`config.mk`:
```
export PLATFORM = sky130hd
export DESIGN_NAME = clipped_disk_span_generator_core
export DESIGN_NICKNAME = d
export VERILOG_FILES = /design/src/design/cdsg_pkg.sv /design/src/design/clipped_disk_span_generator_core.sv /design/src/design/cdsg_csr.sv /design/src/design/cdsg_square_unit.sv /design/src/design/cdsg_span_clip.sv
export SDC_FILE = /design/constraint.sdc
export NUM_CORES = 1
export LEC_CHECK = 0
export BUFFER_PORTS_ARGS = -buffer_cell sky130_fd_sc_hd__buf_2
export CAP_MARGIN = 20
export CORE_MARGIN = 3
export CORE_UTILIZATION = 50
export DETAILED_ROUTE_END_ITERATION = 10
export HOLD_SLACK_MARGIN = 0.05
export PLACE_DENSITY = 0.8
export SLEW_MARGIN = 20
export SYNTH_ARGS = -nofsm -noshare
export SYNTH_HDL_FRONTEND = slang
export SYNTH_SLANG_ARGS = --single-unit
```
`constraint.sdc`:
```
create_clock -name clock -period 22 [get_ports clock]
set_input_delay 0 -clock clock [delete_from_list [all_inputs] [get_ports clock]]
set_output_delay 0 -clock clock [all_outputs]
set_load 0.01 [all_outputs]
```
`src/design/cdsg_pkg.sv`:
```
package cdsg_pkg;

   // Fixed field widths
   localparam int COORD_W    = 16;
   localparam int RADIUS_W   = 5;
   localparam int COST_W     = 8;
   localparam int CSR_IDX_W  = 3;
   localparam int CSR_DATA_W = 16;

   // Defaults for the top-level parameters
   localparam int DEF_MAX_RADIUS = 31;
   localparam int DEF_COORD_BITS = 16;

   // Cost saturation limit
   localparam logic [COST_W-1:0] COST_MAX = 8'd254;

   // Register reset values
   localparam logic [RADIUS_W-1:0] RADIUS_RESET = 5'd11;
   localparam logic [COORD_W-1:0]  BOUND_RESET  = 16'hFFFF;

   // Register indexes
   typedef enum logic [CSR_IDX_W-1:0] {
      CSR_RADIUS      = 3'd0,
      CSR_WIN_X_LOW   = 3'd1,
      CSR_WIN_Y_LOW   = 3'd2,
      CSR_WIN_X_HIGH  = 3'd3,
      CSR_WIN_Y_HIGH  = 3'd4,
      CSR_GRID_WIDTH  = 3'd5,
      CSR_GRID_HEIGHT = 3'd6,
      CSR_COST        = 3'd7
   } csr_idx_type;

   typedef struct packed {
      logic [COORD_W-1:0] center_x;
      logic [COORD_W-1:0] center_y;
   } req_type;

   typedef struct packed {
      logic [COORD_W-1:0] row_index;
      logic [COORD_W-1:0] first_column;
      logic [COORD_W-1:0] final_column;
      logic [COST_W-1:0]  cell_cost;
      logic               end_of_run;
   } rsp_type;

   // Configuration as seen by the datapath
   typedef struct packed {
      logic [RADIUS_W-1:0] disk_radius;
      logic [COORD_W-1:0]  window_x_low;
      logic [COORD_W-1:0]  window_y_low;
      logic [COORD_W-1:0]  window_x_high;
      logic [COORD_W-1:0]  window_y_high;
      logic [COORD_W-1:0]  grid_width;
      logic [COORD_W-1:0]  grid_height;
      logic [COST_W-1:0]   cost_value;
   } cfg_type;

   // One clipped row span
   typedef struct packed {
      logic               hit;
      logic [COORD_W-1:0] row;
      logic [COORD_W-1:0] first_col;
      logic [COORD_W-1:0] final_col;
   } span_type;

endpackage

```
`src/design/clipped_disk_span_generator_core.sv`:
```
// Clipped disk span generator. Pulse start while busy is low to hand in one
// obstacle centre; the block then walks the disk rows top to bottom and puts
// out one clipped span per nonempty row on rsp_data, each marked by a
// one-cycle rsp_valid strobe, the last with end_of_run set. The receiver
// cannot stall, so every strobe must be taken when it appears. One shared
// squarer drives the walk: the half-width moves by one cell per cycle, and each
// row takes an offset square, one or more half-width tests and a clip, in that
// order. Spans leave one row late because each is held until the next one
// settles end_of_run; the final span appears in the cycle busy drops.
// Configuration writes belong to idle periods.
module clipped_disk_span_generator_core
   import cdsg_pkg::*;
#(
   parameter int MAX_RADIUS = DEF_MAX_RADIUS,
   parameter int COORD_BITS = DEF_COORD_BITS
) (
   input  logic                  clock,
   input  logic                  reset,
   input  logic                  start,
   output logic                  busy,
   input  req_type               req_data,
   output logic                  rsp_valid,
   output rsp_type               rsp_data,
   input  logic                  csr_write_en,
   input  logic [CSR_IDX_W-1:0]  csr_index,
   input  logic [CSR_DATA_W-1:0] csr_wdata
);

   localparam int RAD_BITS = (MAX_RADIUS < 2) ? 1 : $clog2(MAX_RADIUS + 1);
   localparam int OP_W     = RAD_BITS + 1;
   localparam int SQ_W     = 2 * OP_W;
   localparam int DY_W     = RAD_BITS + 1;
   localparam logic [COORD_W-1:0] COORD_MASK = COORD_W'((64'd1 << COORD_BITS) - 64'd1);

   typedef enum logic [2:0] {
      ST_IDLE,
      ST_RSQ,
      ST_DSQ,
      ST_ADJ,
      ST_SPAN,
      ST_FLUSH
   } state_type;

   cfg_type             cfg;
   span_type            span;
   state_type           state_ff, state_in;
   logic [COORD_W-1:0]  cx_ff, cx_in, cy_ff, cy_in;
   logic [RAD_BITS-1:0] r_ff, r_in, h_ff, h_in;
   logic [SQ_W-1:0]     r2_ff, r2_in, limit_ff, limit_in;
   logic signed [DY_W-1:0] dy_ff, dy_in, r_signed;
   logic                pend_valid_ff, pend_valid_in;
   rsp_type             pend_ff, pend_in;
   logic                rsp_valid_ff, rsp_valid_in;
   rsp_type             rsp_ff, rsp_in;
   logic [OP_W-1:0]     operand, ady;
   logic [SQ_W-1:0]     square;
   logic                top_half;
   logic [RADIUS_W-1:0] rad_raw;
   logic [RAD_BITS-1:0] rad_sat;

   cdsg_csr #(
      .COORD_BITS (COORD_BITS)
   ) u_csr (
      .clock        (clock),
      .reset        (reset),
      .csr_write_en (csr_write_en),
      .csr_index    (csr_index),
      .csr_wdata    (csr_wdata),
      .cfg          (cfg)
   );

   cdsg_square_unit #(
      .OP_W (OP_W)
   ) u_square (
      .operand (operand),
      .square  (square)
   );

   cdsg_span_clip #(
      .DY_W (DY_W),
      .H_W  (RAD_BITS)
   ) u_clip (
      .cfg      (cfg),
      .center_x (cx_ff),
      .center_y (cy_ff),
      .dy       (dy_ff),
      .half     (h_ff),
      .span     (span)
   );

   // Radius clamped to 1..MAX_RADIUS
   assign rad_raw = cfg.disk_radius;
   always_comb begin
      if (rad_raw == '0) begin
         rad_sat = RAD_BITS'(1);
      end else if (rad_raw > RADIUS_W'(MAX_RADIUS)) begin
         rad_sat = RAD_BITS'(MAX_RADIUS);
      end else begin
         rad_sat = RAD_BITS'(rad_raw);
      end
   end

   // Row offset magnitude and walk direction
   assign r_signed = $signed({1'b0, r_ff});
   assign ady      = dy_ff[DY_W-1] ? OP_W'(-dy_ff) : OP_W'(dy_ff);
   assign top_half = dy_ff[DY_W-1] || (dy_ff == '0);

   // Squarer operand select
   always_comb begin
      case (state_ff)
         ST_RSQ:  operand = OP_W'(r_ff);
         ST_DSQ:  operand = ady;
         ST_ADJ:  operand = top_half ? (OP_W'(h_ff) + OP_W'(1)) : OP_W'(h_ff);
         default: operand = '0;
      endcase
   end

   // Sequencer
   always_comb begin
      state_in      = state_ff;
      cx_in         = cx_ff;
      cy_in         = cy_ff;
      r_in          = r_ff;
      h_in          = h_ff;
      r2_in         = r2_ff;
      limit_in      = limit_ff;
      dy_in         = dy_ff;
      pend_valid_in = pend_valid_ff;
      pend_in       = pend_ff;
      rsp_valid_in  = 1'b0;
      rsp_in        = rsp_ff;
      case (state_ff)
         ST_IDLE: begin
            if (start) begin
               cx_in         = req_data.center_x & COORD_MASK;
               cy_in         = req_data.center_y & COORD_MASK;
               r_in          = rad_sat;
               h_in          = '0;
               pend_valid_in = 1'b0;
               state_in      = ST_RSQ;
            end
         end
         ST_RSQ: begin
            r2_in    = square;
            dy_in    = -r_signed;
            state_in = ST_DSQ;
         end
         ST_DSQ: begin
            limit_in = r2_ff - square;
            state_in = ST_ADJ;
         end
         ST_ADJ: begin
            // Half-width grows on the upper half, shrinks on the lower half
            if (top_half) begin
               if (square <= limit_ff) begin
                  h_in = h_ff + RAD_BITS'(1);
               end else begin
                  state_in = ST_SPAN;
               end
            end else begin
               if (square > limit_ff) begin
                  h_in = h_ff - RAD_BITS'(1);
               end else begin
                  state_in = ST_SPAN;
               end
            end
         end
         ST_SPAN: begin
            if (span.hit) begin
               if (pend_valid_ff) begin
                  rsp_valid_in = 1'b1;
                  rsp_in       = pend_ff;
               end
               pend_valid_in        = 1'b1;
               pend_in.row_index    = span.row;
               pend_in.first_column = span.first_col;
               pend_in.final_column = span.final_col;
               pend_in.cell_cost    = cfg.cost_value;
               pend_in.end_of_run   = 1'b0;
            end
            if (dy_ff == r_signed) begin
               state_in = ST_FLUSH;
            end else begin
               dy_in    = dy_ff + DY_W'(1);
               state_in = ST_DSQ;
            end
         end
         ST_FLUSH: begin
            // Held span is the last one of the run
            if (pend_valid_ff) begin
               rsp_valid_in       = 1'b1;
               rsp_in             = pend_ff;
               rsp_in.end_of_run  = 1'b1;
            end
            pend_valid_in = 1'b0;
            state_in      = ST_IDLE;
         end
         default: state_in = ST_IDLE;
      endcase
   end

   always_ff @(posedge clock) begin
      if (reset) begin
         state_ff      <= ST_IDLE;
         pend_valid_ff <= 1'b0;
         rsp_valid_ff  <= 1'b0;
      end else begin
         state_ff      <= state_in;
         pend_valid_ff <= pend_valid_in;
         rsp_valid_ff  <= rsp_valid_in;
      end
      cx_ff    <= cx_in;
      cy_ff    <= cy_in;
      r_ff     <= r_in;
      h_ff     <= h_in;
      r2_ff    <= r2_in;
      limit_ff <= limit_in;
      dy_ff    <= dy_in;
      pend_ff  <= pend_in;
      rsp_ff   <= rsp_in;
   end

   assign busy      = (state_ff != ST_IDLE);
   assign rsp_valid = rsp_valid_ff;
   assign rsp_data  = rsp_ff;

endmodule

```
`src/design/cdsg_csr.sv`:
```
module cdsg_csr
   import cdsg_pkg::*;
#(
   parameter int COORD_BITS = DEF_COORD_BITS
) (
   input  logic                  clock,
   input  logic                  reset,
   input  logic                  csr_write_en,
   input  logic [CSR_IDX_W-1:0]  csr_index,
   input  logic [CSR_DATA_W-1:0] csr_wdata,
   output cfg_type               cfg
);

   localparam logic [COORD_W-1:0] COORD_MASK = COORD_W'((64'd1 << COORD_BITS) - 64'd1);

   cfg_type cfg_ff, cfg_in;
   logic [COORD_W-1:0] coord_val;
   logic [COST_W-1:0]  cost_raw;

   assign coord_val = csr_wdata[COORD_W-1:0] & COORD_MASK;
   assign cost_raw  = csr_wdata[COST_W-1:0];

   // Register write decode with masking and cost saturation
   always_comb begin
      cfg_in = cfg_ff;
      if (csr_write_en) begin
         case (csr_idx_type'(csr_index))
            CSR_RADIUS:      cfg_in.disk_radius   = csr_wdata[RADIUS_W-1:0];
            CSR_WIN_X_LOW:   cfg_in.window_x_low  = coord_val;
            CSR_WIN_Y_LOW:   cfg_in.window_y_low  = coord_val;
            CSR_WIN_X_HIGH:  cfg_in.window_x_high = coord_val;
            CSR_WIN_Y_HIGH:  cfg_in.window_y_high = coord_val;
            CSR_GRID_WIDTH:  cfg_in.grid_width    = coord_val;
            CSR_GRID_HEIGHT: cfg_in.grid_height   = coord_val;
            CSR_COST:        cfg_in.cost_value    = (cost_raw > COST_MAX) ? COST_MAX : cost_raw;
            default:         cfg_in = cfg_ff;
         endcase
      end
   end

   always_ff @(posedge clock) begin
      if (reset) begin
         cfg_ff.disk_radius   <= RADIUS_RESET;
         cfg_ff.window_x_low  <= '0;
         cfg_ff.window_y_low  <= '0;
         cfg_ff.window_x_high <= BOUND_RESET & COORD_MASK;
         cfg_ff.window_y_high <= BOUND_RESET & COORD_MASK;
         cfg_ff.grid_width    <= BOUND_RESET & COORD_MASK;
         cfg_ff.grid_height   <= BOUND_RESET & COORD_MASK;
         cfg_ff.cost_value    <= COST_MAX;
      end else begin
         cfg_ff <= cfg_in;
      end
   end

   assign cfg = cfg_ff;

endmodule

```
`src/design/cdsg_square_unit.sv`:
```
module cdsg_square_unit
   import cdsg_pkg::*;
#(
   parameter int OP_W = 6
) (
   input  logic [OP_W-1:0]   operand,
   output logic [2*OP_W-1:0] square
);

   // Shared squarer: radius, row offset and half-width tests all go through here
   assign square = (2*OP_W)'(operand) * (2*OP_W)'(operand);

endmodule

```
`src/design/cdsg_span_clip.sv`:
```
module cdsg_span_clip
   import cdsg_pkg::*;
#(
   parameter int DY_W = 6,
   parameter int H_W  = 5
) (
   input  cfg_type                cfg,
   input  logic [COORD_W-1:0]     center_x,
   input  logic [COORD_W-1:0]     center_y,
   input  logic signed [DY_W-1:0] dy,
   input  logic [H_W-1:0]         half,
   output span_type               span
);

   localparam int SW = COORD_W + 2;

   logic [COORD_W-1:0]   row_bound, col_bound;
   logic signed [SW-1:0] row, row_lo, row_hi, col_lo, col_hi_m1;
   logic signed [SW-1:0] cx, h_s, left, right, first_col, final_col;
   logic                 row_ok;

   // Exclusive bounds are the tighter of window and grid
   assign row_bound = (cfg.window_y_high < cfg.grid_height) ? cfg.window_y_high : cfg.grid_height;
   assign col_bound = (cfg.window_x_high < cfg.grid_width)  ? cfg.window_x_high : cfg.grid_width;

   assign row_lo    = $signed({2'b00, cfg.window_y_low});
   assign row_hi    = $signed({2'b00, row_bound});
   assign col_lo    = $signed({2'b00, cfg.window_x_low});
   assign col_hi_m1 = $signed({2'b00, col_bound}) - SW'(1);

   // Row check
   assign row    = $signed({2'b00, center_y}) + SW'(dy);
   assign row_ok = !row[SW-1] && (row >= row_lo) && (row < row_hi);

   // Column span; window low bound is never negative, so it also covers column zero
   assign cx        = $signed({2'b00, center_x});
   assign h_s       = $signed(SW'(half));
   assign left      = cx - h_s;
   assign right     = cx + h_s;
   assign first_col = (left > col_lo) ? left : col_lo;
   assign final_col = (right < col_hi_m1) ? right : col_hi_m1;

   assign span.hit       = row_ok && (first_col <= final_col);
   assign span.row       = row[COORD_W-1:0];
   assign span.first_col = first_col[COORD_W-1:0];
   assign span.final_col = final_col[COORD_W-1:0];

endmodule

```
==> run metrics, run 1 <==
CP Data Required Time 22160 ps; Hold/Removal Path Class primary input to flop; vias in the first global route 12.8k; Post-Syn Nets 1986; Worst Hold Slack 83.9 ps; Vias 13.4k; post-route ant nets 0; layout overhead on the synthesized area 15.6%; Chip Width 192 um; initial antenna violation count 0; post_cts resized 0; Synth Flop Type edfxtp_1; Worst path most repeated cell ha_1; Power Density 81.7 mW/mm2; Peak VDD IR 0.0795 mV; Worst setup SP type flop; diode count 0; critical path data arrival time 10350 ps; Max-Cap Viols 0; GPL Wtd Cong 0.926; top cells by count, synth edfxtp_1 (184), ha_1 (181), nand2_1 (164); Final Max Slew Viols 0; Num CTS Buffers 35; total grt overflow 0; post-synth top area share 31.8%; top post-synthesis cells by area edfxtp_1 (32%), dfxtp_1 (13%), ha_1 (13%); Design Power 1.64 mW; CTS H-tree lvls 2; DR vias/cell 5.67; CTS tree done; Post-synth EDFFs 184; WL per Instance 18.3 um; GRT Total Usage 23.2%; largest net degree at the start of global routing 99; Remaining DRCs 0; IO Pins 114; register area share after synthesis 44.9%; Syn Area/Cell 10.0 um2; Final Hold Viols 0; Yosys top cell by area edfxtp_1; instance count of the mapped netlist 1736; status finished, final reports clean; Worst path max stage delay 720 ps; Setup violations, final 0; top-count cell post-synth edfxtp_1; Ys Warns 0; postcts setup bufs 0; period utilization 46.3%; minimum clock period 10190 ps; clock sinks 298; CORE AREA 0.0339 mm2; RSZ-0062 raised after global routing false; worst-path fanout max 48; layout cells sized above 1 11.1%; Post-Route WL 43.0 mm; FP Rows 67; worst rel slew slack 30.3%; CTS root buffer clkbuf_16; Yosys cell types 70; first-pass GRT wire length 67.5 mm; CP top delay family compound AO/OA/AOI/OAI gates; Buf/Inv on CP 2; drt pass-1 iters 8; DRT iter0 DRCs 1120; asr flop ratio synth 0%; CTS max path bufs 3; Initial Util 51.3%; FF+latch count, synth 298; placed wire-length estimate 30.9 mm; Clock Skew 22.9 ps; die area 0.0370 mm2; Filler Cell Count 2832; IO Port Bufs 113; critical path class flop to flop; Worst setup EP type flop; clk_lat worst skew 530 ps; clk slew on worst S/H paths 60 ps; Peak Freq 98.2 MHz; Worst path slowest cell ha_1; Total Neg Setup Slack 0 ps; nets 2131; Static Leakage 8.25 nW; mapped cell area 0.0174 mm2; Slew @ Worst Pin 1040 ps; Die H 192 um
layout make-up:
cell class / instances / area (um2) / area share, %
Tap cell: 448 / 561 / 2.79
Clock inverter: 22 / 288 / 1.43
Multi-Input combinational cell: 1223 / 8800 / 43.8
Clock buffer: 42 / 912 / 4.54
Sequential cell: 298 / 7810 / 38.8
Inverter: 145 / 544 / 2.71
Timing Repair Buffer: 178 / 1190 / 5.90
sequential cells by signal, summed over array words and instances (netlist names):
name,flops
rsp_data,57
cy_ff,16
pend_ff,56
dy_ff,6
state_ff,3
limit_ff,12
cx_ff,16
h_ff,5
rsp_valid,1
r2_ff,11
r_ff,5
u_csr.cfg,109
pend_valid_ff,1
power breakdown:
group	total (mW)	internal, mW	switching [mW]
clock network	0.598	0.361	0.237
logic	0.401	0.162	0.239
registers	0.644	0.624	0.0198
total	1.64	1.15	0.496
metal layers:
metal	share of wire (%)	up-vias	GRT usage, %	wire length [um]
li1	-	6444	-	-
met1	44	6357	31.2	18900
met2	47	476	38.9	20300
met3	5.7	92	3.23	2450
met4	3.1	0	7.31	1350
met5	0	-	0	0
tightest hold or removal path, delay by kind of cell:
kind | cells | cell delay (ps)
buffers and inverters | 1 | 140
AND/OR/NAND/NOR | 3 | 440
cell families (layout without fill, tap and decap cells):
logic type	Yosys count	in the layout	synth area share [%]
muxes	27	27	1.58
AOI/OAI and AO/OA	389	389	14.9
buffers and inverters	215	387	4.69
adders and majority gates	196	196	14.7
other	2	2	0.0432
DFF	298	298	44.9
xor gates and xnor gates	98	98	4.94
and+or+nand+nor	511	511	14.2
through the flow:
stage               setup slack [ps]  util, %  instances  area, um2
CTS                            11930     59.3       2356      20100
detailed placement             11940     54.3       2240      18400
global route                   10830     59.4       2356      20100
global placement               12290     54.3       2240      18400
finish                         11810     59.4       2356      20100
floorplan                      11420        -       1736      17400
path summary, 6_finish.rpt:
check,start,to,slack [ps],cells after the start
max,u_csr.cfg[69],rsp_data[13],11810,36
min,csr_write_en,u_csr.cfg[3],80,4
max reg2reg,u_csr.cfg[69],rsp_data[13],11810,36
min reg2reg,pend_ff[12],rsp_data[12],410,0
timing repair:
item	4_1_cts	5_1_grt
endpoints found under the setup margin	0	0
hold endpoints to repair	160	0
hold buffers	52	0
cell usage in the layout, fill, tap and decap left out, drive strengths merged, types with 68 or more instances in the layout:
cell type / Yosys / routed
edfxtp: 184 / 184
a21oi: 116 / 116
inv: 145 / 148
ha: 181 / 181
buf: 9 / 126
xnor2: 73 / 73
a211o: 68 / 68
dfxtp: 114 / 114
nor2: 138 / 138
nand2: 164 / 164
Note: power is estimated with default switching activity, not from simulation.
==> run 2: changes to the inputs <==
--- a/config.mk
+++ b/config.mk
@@ -5,6 +5,7 @@
 export SDC_FILE = /design/constraint.sdc
 export NUM_CORES = 1
 export LEC_CHECK = 0
+export ABC_AREA = 1
 export BUFFER_PORTS_ARGS = -buffer_cell sky130_fd_sc_hd__buf_2
 export CAP_MARGIN = 20
 export CORE_MARGIN = 3
==> constraint.sdc (replaced) <==
create_clock -name clock -period 10.1 [get_ports clock]
set_input_delay 0 -clock clock [delete_from_list [all_inputs] [get_ports clock]]
set_output_delay 0 -clock clock [all_outputs]
set_load 0.01 [all_outputs]
==> run metrics, run 2 <==
mux cell area share after synthesis 0% (was 1.58%); Yosys cell types 62 (was 70); layout cells sized above 1 11.4% (was 11.1%); Synth Area in Compound Gates 12.4% (was 14.9%); most frequent cells in the layout nand2_1 (356), inv_1 (272), edfxtp_1 (184) (was edfxtp_1 (184), ha_1 (181), nand2_1 (164)); post-route cell area 0.0198 mm2 (was 0.0201 mm2); placed cell areas 0.0181 mm2 (was 0.0184 mm2); Final Hold Viols 0 (unchanged); CTS H-tree lvls 1 (was 2); Die H 191 um (was 192 um); drt pass-1 iters 5 (was 8); IO Port Bufs 113 (unchanged); Peak Freq 120 MHz (was 98.2 MHz); Post-synth EDFFs 184 (unchanged); GRT met2 Usage 39.5% (was 38.9%); clock sinks 298 (unchanged); worst rel slew slack 24.0% (was 30.3%); Final Max Slew Viols 0 (unchanged); diode count 0 (unchanged); fin cells 2515 (was 2356); adder-cell share of the synthesized area 14.9% (was 14.7%); simple-gate share of the synthesized area 15.6% (was 14.2%); largest net degree at the start of global routing 113 (was 99); Peak VDD IR 0.180 mV (was 0.0795 mV); Static Leakage 8.98 nW (was 8.25 nW); Slew @ Worst Pin 1140 ps (was 1040 ps); DR vias/cell 5.43 (was 5.67); vias in the first global route 13.4k (was 12.8k); layout overhead on the synthesized area 15.8% (was 15.6%); Ys Warns 0 (unchanged); RSZ-0062 raised after global routing false (unchanged); met3 usage 2.51% (was 3.23%); GRT Total Usage 22.9% (was 23.2%); DRT iter0 DRCs 1123 (was 1120); Worst path most repeated cell nand2_1 (was ha_1); Total Neg Setup Slack 0 ps (unchanged); period utilization 82.3% (was 46.3%); Clock Skew 18.6 ps (was 22.9 ps); post-route worst setup slack 1790 ps (was 11810 ps); main combinational cell family by area after synthesis simple AND/OR/NAND/NOR gates (was compound AO/OA/AOI/OAI gates); register area share after synthesis 45.6% (was 44.9%); Hold/Removal Path Class primary input to flop (unchanged); Num CTS Buffers 31 (was 35); Syn Area/Cell 9.10 um2 (was 10.0 um2); critical path class flop to flop (unchanged); placed wire-length estimate 30.6 mm (was 30.9 mm); post-synth top area share 32.3% (was 31.8%); Remaining DRCs 0 (unchanged); CTS max path bufs 3 (unchanged); die area 0.0365 mm2 (was 0.0370 mm2); minimum clock period 8310 ps (was 10190 ps); WL per Instance 16.8 um (was 18.3 um); IO Pins 114 (unchanged); Setup violations, final 0 (unchanged); Post-Route WL 42.1 mm (was 43.0 mm); Post-Syn Nets 2130 (was 1986); worst-path fanout max 35 (was 48); CP Data Required Time 10320 ps (was 22160 ps); FP Rows 67 (unchanged); asr flop ratio synth 0% (unchanged); mapped cell area 0.0171 mm2 (was 0.0174 mm2); Worst setup EP type flop (unchanged); instance count of the mapped netlist 1880 (was 1736); Worst Hold Slack 137 ps (was 83.9 ps); FF+latch count, synth 298 (unchanged); Worst path slowest cell ha_1 (unchanged); Initial Util 50.9% (was 51.3%); postcts setup bufs 0 (unchanged); Worst setup SP type flop (unchanged); Chip Width 191 um (was 192 um); Yosys top cell by area edfxtp_1 (unchanged); top-count cell post-synth nand2_1 (was edfxtp_1); status finished, final reports clean (unchanged); critical path data arrival time 8520 ps (was 10350 ps); most common cell after layout, fill and taps aside nand2_1 (was edfxtp_1); CORE AREA 0.0336 mm2 (was 0.0339 mm2); Worst path max stage delay 750 ps (was 720 ps); GPL Wtd Cong 0.950 (was 0.926); top post-synthesis cells by area edfxtp_1 (32%), dfxtp_1 (13%), ha_1 (13%) (unchanged); grt peak-use layer met2 (unchanged); Max-Cap Viols 0 (unchanged); clk_lat worst skew 570 ps (was 530 ps); first-pass GRT wire length 67.6 mm (was 67.5 mm); fraction of met1 tracks used by global routing 29.8% (was 31.2%); R2R depth 45 (was 36); clk slew on worst S/H paths 70 ps (was 60 ps); nets 2292 (was 2131); max FFs per register 109 (unchanged); CTS root buffer clkbuf_16 (unchanged); total grt overflow 0 (unchanged); top cells by count, synth nand2_1 (356), inv_1 (274), edfxtp_1 (184) (was edfxtp_1 (184), ha_1 (181), nand2_1 (164)); Hold Crit Depth 2 (was 4); Synth Flop Type edfxtp_1 (unchanged); initial antenna violation count 0 (unchanged); Vias 13.6k (was 13.4k); CTS tree done (unchanged); Power Density 253 mW/mm2 (was 81.7 mW/mm2); pre-CTS setup slack 1910 ps (was 11940 ps); Synth Area in XOR/XNOR 3.84% (was 4.94%); Placed Cells 2400 (was 2240); post_cts resized 0 (unchanged); post-route ant nets 0 (unchanged)
## run 2: cell count changes after synthesis, moves of 19 or more
cell / previous run / this run
a21o_1: 37 / 2
mux2i_1: 24 / 0
nand2b_1: 19 / 0
o21ai_0: 62 / 114
a211o_1: 68 / 0
o211ai_1: 12 / 51
xor2_1: 25 / 63
xnor2_1: 73 / 12
nor2b_1: 52 / 0
nand3_1: 19 / 84
nand2_1: 164 / 356
nor2_1: 138 / 92
inv_1: 145 / 274
## run 2: final timing paths
check / start / to / slack (ps)
worst max-delay path: u_csr.cfg[33] / rsp_data[24] / 1790
worst min-delay path: req_data[12] / cy_ff[12] / 140
worst max register to register: u_csr.cfg[33] / rsp_data[24] / 1790
worst min register to register: pend_ff[38] / rsp_data[38] / 420
## run 2: through the flow
stage	power [mW]	utilization [%]
CTS	5.00	59.0
global route	5.38	59.0
floorplan	3.16	-
global placement	3.58	53.8
finish	5.01	59.0
detailed placement	3.70	53.8
## run 2: repair_timing
action,in CTS,in global routing
hold buffers,57,0
endpoints found under the hold margin,145,0
setup endpoints to repair,0,0
## run 2: report_power, final
| group | internal [mW] | total (mW) | switching [mW] |
|---|---|---|---|
| Clock | 0.787 | 1.27 | 0.480 |
| Combinational | 0.765 | 2.13 | 1.36 |
| Sequential | 1.52 | 1.61 | 0.0956 |
## run 2: cell families after synthesis
kind of cell | Yosys count
compound gates | 361
simple gates | 614
flops | 298
buf+inv | 335
fa+ha+maj | 195
xor+xnor | 75
other cells | 2
## run 2: area by class of cell
type,instances,area [um2]
clock buffer,41,867
sequential,298,7810
fill,2740,13800
clock inverter,17,288
multi-input combinational,1247,8030
tap,448,561
timing repair buffer,179,1200
inverter,285,1070
## run 2: routing by layer
layer	up-vias	part of all wire (%)
li1	6674	-
met1	6374	42
met2	494	48
met3	107	6.5
met4	0	4.0
met5	-	0
## run 2: critical path, delay by kind of cell, from the launching register on
| family | cells | cell delay (ps) |
|---|---|---|
| AOI/OAI and AO/OA | 9 | 1930 |
| adders and majority gates | 5 | 1860 |
| and+or+nand+nor | 23 | 2520 |
| xor gates and xnor gates | 1 | 170 |
| DFF | 1 | 310 |
| buffers and inverters | 7 | 1160 |
